$ cat config.mk
export PLATFORM = sky130hd
export DESIGN_NAME = mlpq_store
export DESIGN_NICKNAME = d
export VERILOG_FILES = /design/src/design/mlpq_pkg.sv /design/src/design/mlpq_store.sv
export SDC_FILE = /design/constraint.sdc
export NUM_CORES = 2
export LEC_CHECK = 0
export BUFFER_PORTS_ARGS = -buffer_cell sky130_fd_sc_hd__buf_4
export CORE_MARGIN = 2
export CORE_UTILIZATION = 34
export CTS_BUF_LIST = sky130_fd_sc_hd__clkbuf_4 sky130_fd_sc_hd__clkbuf_8
export DETAILED_ROUTE_END_ITERATION = 12
export GPL_TIMING_DRIVEN = 0
export PLACE_DENSITY_LB_ADDON = 0.25
export REMOVE_ABC_BUFFERS = 1
export SYNTH_ARGS = -nofsm -noshare
export SYNTH_HDL_FRONTEND = slang
export SYNTH_SLANG_ARGS = --single-unit
$ cat constraint.sdc
create_clock -name clk -period 11.2 [get_ports clk]
set_input_delay 0.56 -clock clk [delete_from_list [all_inputs] [get_ports clk]]
set_output_delay 0.56 -clock clk [all_outputs]
set_load 0.005 [all_outputs]
$ cat src/design/mlpq_pkg.sv
package mlpq_pkg;

  localparam int DEF_NUM_LEVELS    = 8;
  localparam int DEF_LEVEL_DEPTH   = 16;
  localparam int DEF_PAYLOAD_WIDTH = 32;

  localparam int PRIO_W  = 4;
  localparam int DATA_W  = 32;

  localparam logic CMD_PUSH = 1'b0;
  localparam logic CMD_POP  = 1'b1;

  typedef enum logic [2:0] {
    ST_OK     = 3'd0,
    ST_EMPTY  = 3'd1,
    ST_FULL   = 3'd2,
    ST_BADPRI = 3'd3,
    ST_NULL   = 3'd4
  } status_t;

  // Outcome of one request as decided by the level controller.
  typedef struct packed {
    status_t status;
    logic    pop_valid;
    logic    all_empty;
  } result_t;

endpackage

$ cat src/design/mlpq_store.sv
module mlpq_store import mlpq_pkg::*; #(
  parameter int DEPTH = DEF_NUM_LEVELS * DEF_LEVEL_DEPTH,
  parameter int DW    = DEF_PAYLOAD_WIDTH,
  parameter int AW    = $clog2(DEF_NUM_LEVELS * DEF_LEVEL_DEPTH)
) (
  input  logic          clk,
  input  logic          wr_en,
  input  logic          rd_en,
  input  logic [AW-1:0] addr,
  input  logic [DW-1:0] wdata,
  output logic [DW-1:0] rdata
);

  logic [DW-1:0] mem [DEPTH];

  // Read data stays put until the next pop reads the array.
  always_ff @(posedge clk) begin
    if (wr_en) begin
      mem[addr] <= wdata;
    end
    if (rd_en) begin
      rdata <= mem[addr];
    end
  end

endmodule

==> flow_metrics.env <==
export IMPL_setup_worst_path_start_class="primary input"
export IMPL_critical_path_max_fanout=97
export IMPL_timing_final_hold_violations=0
export IMPL_detail_route_wl_per_cell_um=36.1
export IMPL_setup_tns_ns=0
export IMPL_io_buffers=73
export IMPL_finalNonFillerCells=16200
export IMPL_core_area_sq_mm=0.463
export IMPL_dieHeight_um=685
export IMPL_async_flop_share=0
export IMPL_post_place_cells=14900
export IMPL_routed_wl_mm=584
export IMPL_cp_data_arrival_time_ns=6.66
export IMPL_count_of_unique_library_cells_instantiated_by_yosys=75
export IMPL_drive_above_1_share=0.210
export IMPL_hold_class="in2reg"
export IMPL_ff_latch_area_sq_mm=0.124
export IMPL_syn_mean_instance_area_sq_um=17.6
export IMPL_first_global_vias=93800
export IMPL_synthesized_instance_count=8954
export IMPL_num_nets_final=9444
export IMPL_postCtsSetupRepairBufs=0
export IMPL_finalSetupViolations=0
export IMPL_synth_largest_type_area_fraction=0.787
export IMPL_vdd_drop_max_mv=0.133
export IMPL_syn_area_sq_mm=0.158
export IMPL_nFillCells=41100
export IMPL_detail_route_drc_violations=0
export IMPL_multi_input_comb_area_sq_mm=0.0317
export IMPL_antenna_found_initial=48
export IMPL_vias_cell=6.03
export IMPL_tritoncts_clock_tree="done"
export IMPL_clk_root_buffer_cell="sky130_fd_sc_hd__clkbuf_8"
export IMPL_timing_critical_path_to_type="register"
export IMPL_synth_sequential_area_ratio=0.787
export IMPL_yosysTopAreaCell="sky130_fd_sc_hd__edfxtp_1"
export IMPL_global_route_peak_usage_layer="met2"
export IMPL_postPlaceCellArea_sq_mm=0.172
export IMPL_crit_required_ns=12.15
export IMPL_detailed_routing_iterations_pass_1=8
export IMPL_drt_first_iter_violations=14100
export IMPL_report_final_slew_viol_count=32
export IMPL_synth_most_common_cell="sky130_fd_sc_hd__edfxtp_1"
export IMPL_count_of_maximum_capacitance_violations=4
export IMPL_clock_sinks=4128
export IMPL_grt_remaining_overflow=0
export IMPL_clock_tree_htree_level_count=6
export IMPL_whs_ns=0.283
export IMPL_fp_row_count=250
export IMPL_synth_top_cells_by_area="sky130_fd_sc_hd__edfxtp_1 79%, sky130_fd_sc_hd__a221oi_1 4.7%, sky130_fd_sc_hd__a22oi_1 2.2%, sky130_fd_sc_hd__mux2_2 2.0%, sky130_fd_sc_hd__a21oi_1 1.3%"
export IMPL_violated_checks="max-capacitance violations, max-slew violations"
export IMPL_clock_insertion_delay_worst_skew_ns=1.24
export IMPL_ys_ff_latch=4128
export IMPL_floorplan_io_pins=74
export IMPL_post_route_util=0.402
export IMPL_peak_clock_frequency_supported_by_timing_mhz=175
export IMPL_rsz0062_at_grt="false"
export IMPL_layout_skew_ns=0.0602
export IMPL_antenna_left=0
export IMPL_hpwl_mm=357
export IMPL_tightest_slew_ns=1.67
export IMPL_grt_max_degree=129
export IMPL_synth_yosys_warnings=0
export IMPL_shortest_clock_period_the_worst_path_allows_after_layout_ns=5.72
export IMPL_grt_first_pass_wirelength_mm=790
export IMPL_synth_enable_flop_cells=4128
export IMPL_clk_pin_slew_ns=0.06
export IMPL_fin_area_sq_mm=0.186
export IMPL_cellPowerDensity_mw_per_mm2=173
export IMPL_clockBufferDepth=4
export IMPL_post_synth_most_frequent_cells="4128 x sky130_fd_sc_hd__edfxtp_1, 847 x sky130_fd_sc_hd__a221oi_1, 468 x sky130_fd_sc_hd__a22oi_1"
export IMPL_met2_usage=0.367
export IMPL_criticalPathCategory="in2reg"
export IMPL_synthFlopType="sky130_fd_sc_hd__edfxtp_1"
export IMPL_dr_total_vias=97600
export IMPL_total_leakage_power_nw=56.9
export IMPL_growth_of_design_area_from_synthesis_to_finish_pct=17.9
export IMPL_met3_usage=0.0577
export IMPL_period_share=0.510
export IMPL_gr_met1_demand_resource=0.326
export IMPL_outcome="complete, but fails checks"
export IMPL_grt_total_usage=0.240
export IMPL_r2r_cells=6
export IMPL_die_width_um=685
export IMPL_min_path_cells=2
export IMPL_final_weighted_congestion_in_routability_driven_placement=0.798
export IMPL_floorplan_die_area_sq_mm=0.469
export IMPL_inserted_clock_buffers=670
export IMPL_slew_limit_headroom=-0.122
export IMPL_initial_utilization=0.341
[placed cells by master (no fill, tap or decap), drive strengths merged, types with 25 or more instances in the layout]
cell type / n
a222oi: 44
mux4: 70
edfxtp: 4128
clkbuf: 930
nor3: 43
mux2: 279
nand2: 241
buf: 470
a221oi: 847
a22oi: 468
a21oi: 425
a221o: 64
diode: 102
a211oi: 43
nand3b: 31
o221ai: 49
a22o: 43
o21ai: 326
clkinv: 212
o22a: 31
nor2b: 108
mux2i: 127
o2bb2ai: 25
o22ai: 170
dlygate4sd3: 33
nor2: 291
inv: 37
nand3: 27
[layout make-up]
class,instances,area share
Antenna cell,102,0.00137
Clock buffer,930,0.0603
Clock inverter,260,0.00910
Inverter,7,0.000289
Multi-Input combinational cell,4092,0.171
Sequential cell,4128,0.667
Tap cell,6174,0.0416
Timing Repair Buffer,503,0.0497
[state kept, by name, indices dropped and copies added (netlist names)]
| register | count |
|---|---|
| mem | 4096 |
| rdata | 32 |
[worst max-delay path, cell delays in order]
cell and delay, ns:
sky130_fd_sc_hd__buf_8 0.43, sky130_fd_sc_hd__buf_16 0.41, sky130_fd_sc_hd__buf_16 0.41, sky130_fd_sc_hd__inv_8 0.34, sky130_fd_sc_hd__buf_16 0.32, sky130_fd_sc_hd__a221oi_1 0.43, sky130_fd_sc_hd__o22ai_1 0.16, sky130_fd_sc_hd__a22oi_1 0.93
sky130_fd_sc_hd__nand4_1 1.09, sky130_fd_sc_hd__or4_1 0.91
[logic make-up (layout without fill, tap and decap cells)]
logic type | Yosys count | in the layout | share of synthesized area
flip-flops | 4128 | 4128 | 0.787
AND/OR/NAND/NOR | 885 | 885 | 0.0272
multiplexers | 476 | 476 | 0.0380
AO/OA/AOI/OAI | 2731 | 2731 | 0.128
buffers and inverters | 734 | 1700 | 0.0201
other | 0 | 102 | 0
[where the power goes]
| part | internal (mW) | switching (mW) |
|---|---|---|
| Sequential | 17.1 | 0.0247 |
| Clock | 6.73 | 6.13 |
| Combinational | 0.590 | 1.54 |
[timing repair]
item / in CTS / in global routing
hold buffers: 27 / 6
gates resized for setup: 0 / 0
endpoints found under the hold margin: 1455 / 256
[routing by layer]
layer	vias up	routed length, um
li1	38800	-
met4	24	28500
met5	-	158
met1	51600	230000
met3	1087	62800
met2	6090	262000
[worst paths after layout]
| path | startpoint | to | slack (ns) |
|---|---|---|---|
| setup / recovery | addr[1] | rdata[0] | 5.48 |
| hold / removal | wdata[10] | mem[9][10] | 0.28 |
| setup reg to reg | mem[39][23] | rdata[23] | 6.93 |
| hold reg to reg | mem[62][27] | rdata[27] | 0.76 |
[per-stage QoR]
step           setup slack (ns)  power [mW]
2_1_floorplan             -8.52        18.2
3_3_place_gp             -87.28        19.6
3_5_place_dp               4.41        19.5
4_1_cts                    5.72        32.2
5_1_grt                    5.42        32.9
6_report                   5.48        32.1
(Power assumes the default switching activity.)
