[src/design/mlpq_pkg.sv]
package mlpq_pkg;

  localparam int DEF_NUM_LEVELS    = 8;
  localparam int DEF_LEVEL_DEPTH   = 16;
  localparam int DEF_PAYLOAD_WIDTH = 32;

  localparam int PRIO_W  = 4;
  localparam int DATA_W  = 32;

  localparam logic CMD_PUSH = 1'b0;
  localparam logic CMD_POP  = 1'b1;

  typedef enum logic [2:0] {
    ST_OK     = 3'd0,
    ST_EMPTY  = 3'd1,
    ST_FULL   = 3'd2,
    ST_BADPRI = 3'd3,
    ST_NULL   = 3'd4
  } status_t;

  // Outcome of one request as decided by the level controller.
  typedef struct packed {
    status_t status;
    logic    pop_valid;
    logic    all_empty;
  } result_t;

endpackage

[src/design/mlpq_ctrl.sv]
module mlpq_ctrl import mlpq_pkg::*; #(
  parameter int NUM_LEVELS  = DEF_NUM_LEVELS,
  parameter int LEVEL_DEPTH = DEF_LEVEL_DEPTH,
  parameter int AW          = $clog2(DEF_NUM_LEVELS * DEF_LEVEL_DEPTH)
) (
  input  logic              clk,
  input  logic              rst,
  input  logic              take,
  input  logic              command,
  input  logic [PRIO_W-1:0] priority_req,
  input  logic              element_present,
  output result_t           res,
  output logic              wr_en,
  output logic              rd_en,
  output logic [AW-1:0]     addr
);

  localparam int LW = $clog2(NUM_LEVELS);
  localparam int PW = $clog2(LEVEL_DEPTH);
  localparam int CW = $clog2(LEVEL_DEPTH + 1);

  logic [PW-1:0] head  [NUM_LEVELS];
  logic [PW-1:0] tail  [NUM_LEVELS];
  logic [CW-1:0] count [NUM_LEVELS];
  logic [CW-1:0] count_next [NUM_LEVELS];

  logic          bad_prio;
  logic          found;
  logic [LW-1:0] push_lvl;
  logic [LW-1:0] pop_lvl;
  logic [LW-1:0] sel_lvl;
  logic [CW-1:0] sel_count;
  logic [PW-1:0] ptr;
  logic [PW-1:0] ptr_next;
  logic          do_push;
  logic          do_pop;
  logic          empty_all;

  always_comb begin
    bad_prio = (priority_req == '0) || (priority_req > PRIO_W'(NUM_LEVELS));
    push_lvl = bad_prio ? '0 : LW'(PRIO_W'(NUM_LEVELS) - priority_req);

    // Lowest index with entries wins; scan from the top so it lands last.
    found   = 1'b0;
    pop_lvl = '0;
    for (int i = NUM_LEVELS - 1; i >= 0; i--) begin
      if (count[i] != '0) begin
        found   = 1'b1;
        pop_lvl = LW'(i);
      end
    end

    sel_lvl   = (command == CMD_POP) ? pop_lvl : push_lvl;
    sel_count = count[sel_lvl];
    ptr       = (command == CMD_POP) ? head[sel_lvl] : tail[sel_lvl];
    ptr_next  = (ptr == PW'(LEVEL_DEPTH - 1)) ? '0 : ptr + 1'b1;
    addr      = AW'(int'(sel_lvl) * LEVEL_DEPTH) + AW'(ptr);

    do_push    = 1'b0;
    do_pop     = 1'b0;
    res.status = ST_OK;
    if (command == CMD_POP) begin
      if (found) begin
        do_pop = 1'b1;
      end else begin
        res.status = ST_EMPTY;
      end
    end else begin
      priority if (!element_present) begin
        res.status = ST_NULL;
      end else if (bad_prio) begin
        res.status = ST_BADPRI;
      end else if (sel_count == CW'(LEVEL_DEPTH)) begin
        res.status = ST_FULL;
      end else begin
        do_push = 1'b1;
      end
    end

    empty_all = 1'b1;
    for (int i = 0; i < NUM_LEVELS; i++) begin
      count_next[i] = count[i];
      if (LW'(i) == sel_lvl) begin
        if (do_push) begin
          count_next[i] = count[i] + 1'b1;
        end else if (do_pop) begin
          count_next[i] = count[i] - 1'b1;
        end
      end
      if (count_next[i] != '0) begin
        empty_all = 1'b0;
      end
    end

    res.pop_valid = do_pop;
    res.all_empty = empty_all;
    wr_en         = take && do_push;
    rd_en         = take && do_pop;
  end

  always_ff @(posedge clk) begin
    if (rst) begin
      for (int i = 0; i < NUM_LEVELS; i++) begin
        head[i]  <= '0;
        tail[i]  <= '0;
        count[i] <= '0;
      end
    end else if (take) begin
      for (int i = 0; i < NUM_LEVELS; i++) begin
        count[i] <= count_next[i];
      end
      if (do_push) begin
        tail[sel_lvl] <= ptr_next;
      end
      if (do_pop) begin
        head[sel_lvl] <= ptr_next;
      end
    end
  end

  for (genvar g = 0; g < NUM_LEVELS; g++) begin : g_chk
    a_count_bound: assert property (@(posedge clk) disable iff (rst)
      count[g] <= CW'(LEVEL_DEPTH))
      else $error("level fill count above depth");
  end

  a_pop_needs_entry: assert property (@(posedge clk) disable iff (rst)
    rd_en |-> count[sel_lvl] != '0)
    else $error("pop issued on an empty level");

endmodule

[config.mk]
export PLATFORM = sky130hd
export DESIGN_NAME = mlpq_ctrl
export DESIGN_NICKNAME = d
export VERILOG_FILES = /design/src/design/mlpq_pkg.sv /design/src/design/mlpq_ctrl.sv
export SDC_FILE = /design/constraint.sdc
export NUM_CORES = 1
export LEC_CHECK = 0
export BUFFER_PORTS_ARGS = -buffer_cell sky130_fd_sc_hd__buf_2
export CAP_MARGIN = 30
export CELL_PAD_IN_SITES_DETAIL_PLACEMENT = 0
export CELL_PAD_IN_SITES_GLOBAL_PLACEMENT = 1
export CORE_ASPECT_RATIO = 2
export CORE_MARGIN = 2
export CORE_UTILIZATION = 50
export CTS_CLUSTER_DIAMETER = 200
export DETAILED_ROUTE_END_ITERATION = 8
export PLACE_DENSITY = 0.9
export SETUP_SLACK_MARGIN = 0.3
export SLEW_MARGIN = 20
export SYNTH_ARGS = -nofsm -noshare
export SYNTH_HDL_FRONTEND = slang
export SYNTH_SLANG_ARGS = --single-unit
[constraint.sdc]
create_clock -name clk -period 15.15 [get_ports clk]
set_input_delay 3.03 -clock clk [delete_from_list [all_inputs] [get_ports clk]]
set_output_delay 3.03 -clock clk [all_outputs]
set_load 0.02 [all_outputs]
==> results_dict.tcl <==
set metrics [dict create \
    status "complete, no violations" \
    synth_cell_types 86 \
    reg2regPathDepth 14 \
    ant_nets 0 \
    cts_setup_buffers 0 \
    die_x_um 92.4 \
    syn_inst 817 \
    crit_type "in -> out" \
    syn-num-nets 850 \
    multi_input_area_mm2 0.00421 \
    critPathMaxFanout 22 \
    fmax_mhz 91.4 \
    worstMarginPinSlew_ns 0.992 \
    clock_sinks 104 \
    synthArstFlopShare_pct 0 \
    setup-violations-final 0 \
    rsz0062_at_grt "no" \
    cts_resized 0 \
    finalNetCount 844 \
    cts_buffer_depth 2 \
    wl_per_cell_um 24.1 \
    r2r_start "count[3][0]$_SDFFCE_PN0P_" \
    grt_max_degree 49 \
    hold_path_end "count[3][4]$_SDFFCE_PN0P_" \
    first_pass_iters 6 \
    dr_total_vias 6690 \
    grt_pass1_vias 6623 \
    cts_buffers 9 \
    drive_above_1_share_pct 14.5 \
    cpMostUsedCell "buf_2" \
    die_h_um 181 \
    power.leakage_nw 3.03 \
    fillers 1361 \
    avgViaCountPerCell 6.60 \
    synth_top_area_share_pct 40.0 \
    maxSlewHeadroom_pct 32.9 \
    synth-main-ff-cell "edfxtp_1" \
    hold_class "reg -> reg" \
    worst_ep_required_time_ns 12.12 \
    max_stage_delay_ns 0.63 \
    ys_seq_area_share_pct 40.0 \
    cap_violations 0 \
    synthesis.area_mm2 0.00781 \
    cts_tree "done" \
    layout_commonest_cell "nor2_1" \
    powerDensity_mw_per_mm2 98.8 \
    peakVddDrop_mv 0.0524 \
    slowest_stage "a2111o_1" \
    yosys_warnings 0 \
    yosys.area.top_type "edfxtp_1" \
    grt_usage_pct 29.6 \
    path_clk_slew_ns 0.07 \
    rrSetupSlack_ns 9.22 \
    area_delta_synth_final_pct 5.46 \
    synth.area.top_cells "edfxtp_1 (40%), nor2_1 (5.6%), ha_1 (3.8%), nand2_1 (3.8%), nand3_1 (3.5%)" \
    clock_latency_ns 0.36 \
    antenna_found_initial 0 \
    initialDrtViolationCount 567 \
    holdBufCountCts 0 \
    io_pins 23 \
    startpoint_type "input port" \
    avgSynthCellArea_um2 9.56 \
    die-area_mm2 0.0167 \
    instances_no_fill 1014 \
    fp-row-count 64 \
    hold_start "count[3][4]$_SDFFCE_PN0P_" \
    min_period_over_period_pct 72.2 \
    root_buffer "clkbuf_16" \
    drv_slew 0 \
    finalPower_uw 814 \
    place_ws_ns 4.23 \
    fin_tns_setup_ns 0 \
    htreeDepth 3 \
    hold-path-cell-count 2 \
    cp-end-kind "output port" \
    place_congestion 0.981 \
    grt-ovfl-total 0 \
    synth-edff-count 104 \
    dpl.hpwl_um 18100 \
    dp.cells 994 \
    wl_um 24500 \
    ys_seq_elements 104 \
    fin_util_pct 53.9 \
    grt_pass1_wl_um 37200 \
    finalCriticalPeriod_ns 10.94 \
    drc 0 \
    mostFrequentLayoutCells "nor2_1 (116), edfxtp_1 (104), nand2_1 (80)" \
    fin_skew_ns 0.0141 \
    start_util_pct 51.1 \
    antenna_cells 0 \
    r2r_end "tail[1][0]$_SDFFCE_PN0P_" \
    final_hold_viol_count 0 \
    core_area_mm2 0.0153 \
    place.port_buffers 22 \
    postLayoutSetupSlackWorst_ns 4.21 \
    crit_chain "buf_2 -> inv_1 -> ha_1 -> nand2b_1 -> xnor2_2 -> nor2_2 -> nor2_4 -> buf_4 -> inv_4 -> a211oi_2 -> a2111o_1 -> nand2_1 -> o311ai_0 -> and4_1 -> nand4_1 -> nor4_2 -> buf_2" \
    arrival_ns 7.91 \
    ff_latch_area_mm2 0.00312 \
]
==> synthesized netlist by cell type, types with 7 or more instances <==
master,count
a21oi_1,12
a311oi_1,10
a31oi_1,10
and3_1,19
buf_2,18
buf_6,14
clkbuf_1,20
edfxtp_1,104
ha_1,24
inv_1,25
mux2_2,16
mux2i_1,24
nand2_1,80
nand2b_1,23
nand3_1,54
nand3b_1,8
nand4_1,11
nor2_1,116
nor2b_1,9
nor3_1,31
nor4_1,8
o211ai_1,13
o21ai_0,20
or3_1,9
or4_1,7
xnor2_1,8
==> power by group <==
part | switching [mW] | internal (mW)
logic | 0.152 | 0.0786
registers | 0.0252 | 0.335
clock network | 0.110 | 0.113
==> cells by family after synthesis <==
| logic type | synth area share, % |
|---|---|
| compound gates | 13.7 |
| fa+ha+maj | 3.84 |
| flops | 40.0 |
| buf+inv | 6.12 |
| simple gates | 28.2 |
| mux | 6.54 |
| xor+xnor | 1.55 |
==> critical path: cells and delay by family <==
kind,cells,cell delay (ns)
compound gates,3,1.48
xor+xnor,1,0.39
simple gates,7,1.87
buf+inv,5,0.92
fa+ha+maj,1,0.19
==> how the worst max path moves through the flow <==
stage	from	to	cells after the start	slack, ns
floorplan	priority_req[0]	res[0]	16	6.00
global placement	priority_req[0]	res[0]	17	4.48
detailed placement	priority_req[0]	res[0]	17	4.23
CTS	priority_req[0]	res[0]	17	4.23
global route	priority_req[0]	res[0]	17	3.82
finish	priority_req[0]	res[0]	17	4.21
==> routing by layer <==
layer	track usage, %	part of all wire (%)
met1	29.6	33
met2	52.8	52
met3	4.17	5.1
met4	24.5	9.7
met5	0	0
==> registers in the layout, summed over array words and instances (netlist names) <==
name / count
tail: 32
count: 40
head: 32
==> per-stage QoR <==
stage	instance area, um2	hold WS, ns
floorplan	7810	0.675
finish	8240	0.858
CTS	8210	0.853
global placement	7900	0.811
detailed placement	7940	0.832
global route	8240	0.875
==> cell type report <==
cell class                 count  area share (%)
tap                          198            3.01
inverter                      29            1.38
multi-input combinational    626            51.1
sequential                   104            37.9
clock inverter                 6           0.547
clock buffer                  10            2.78
timing repair buffer          41            3.27
(Power assumes the default switching activity.)
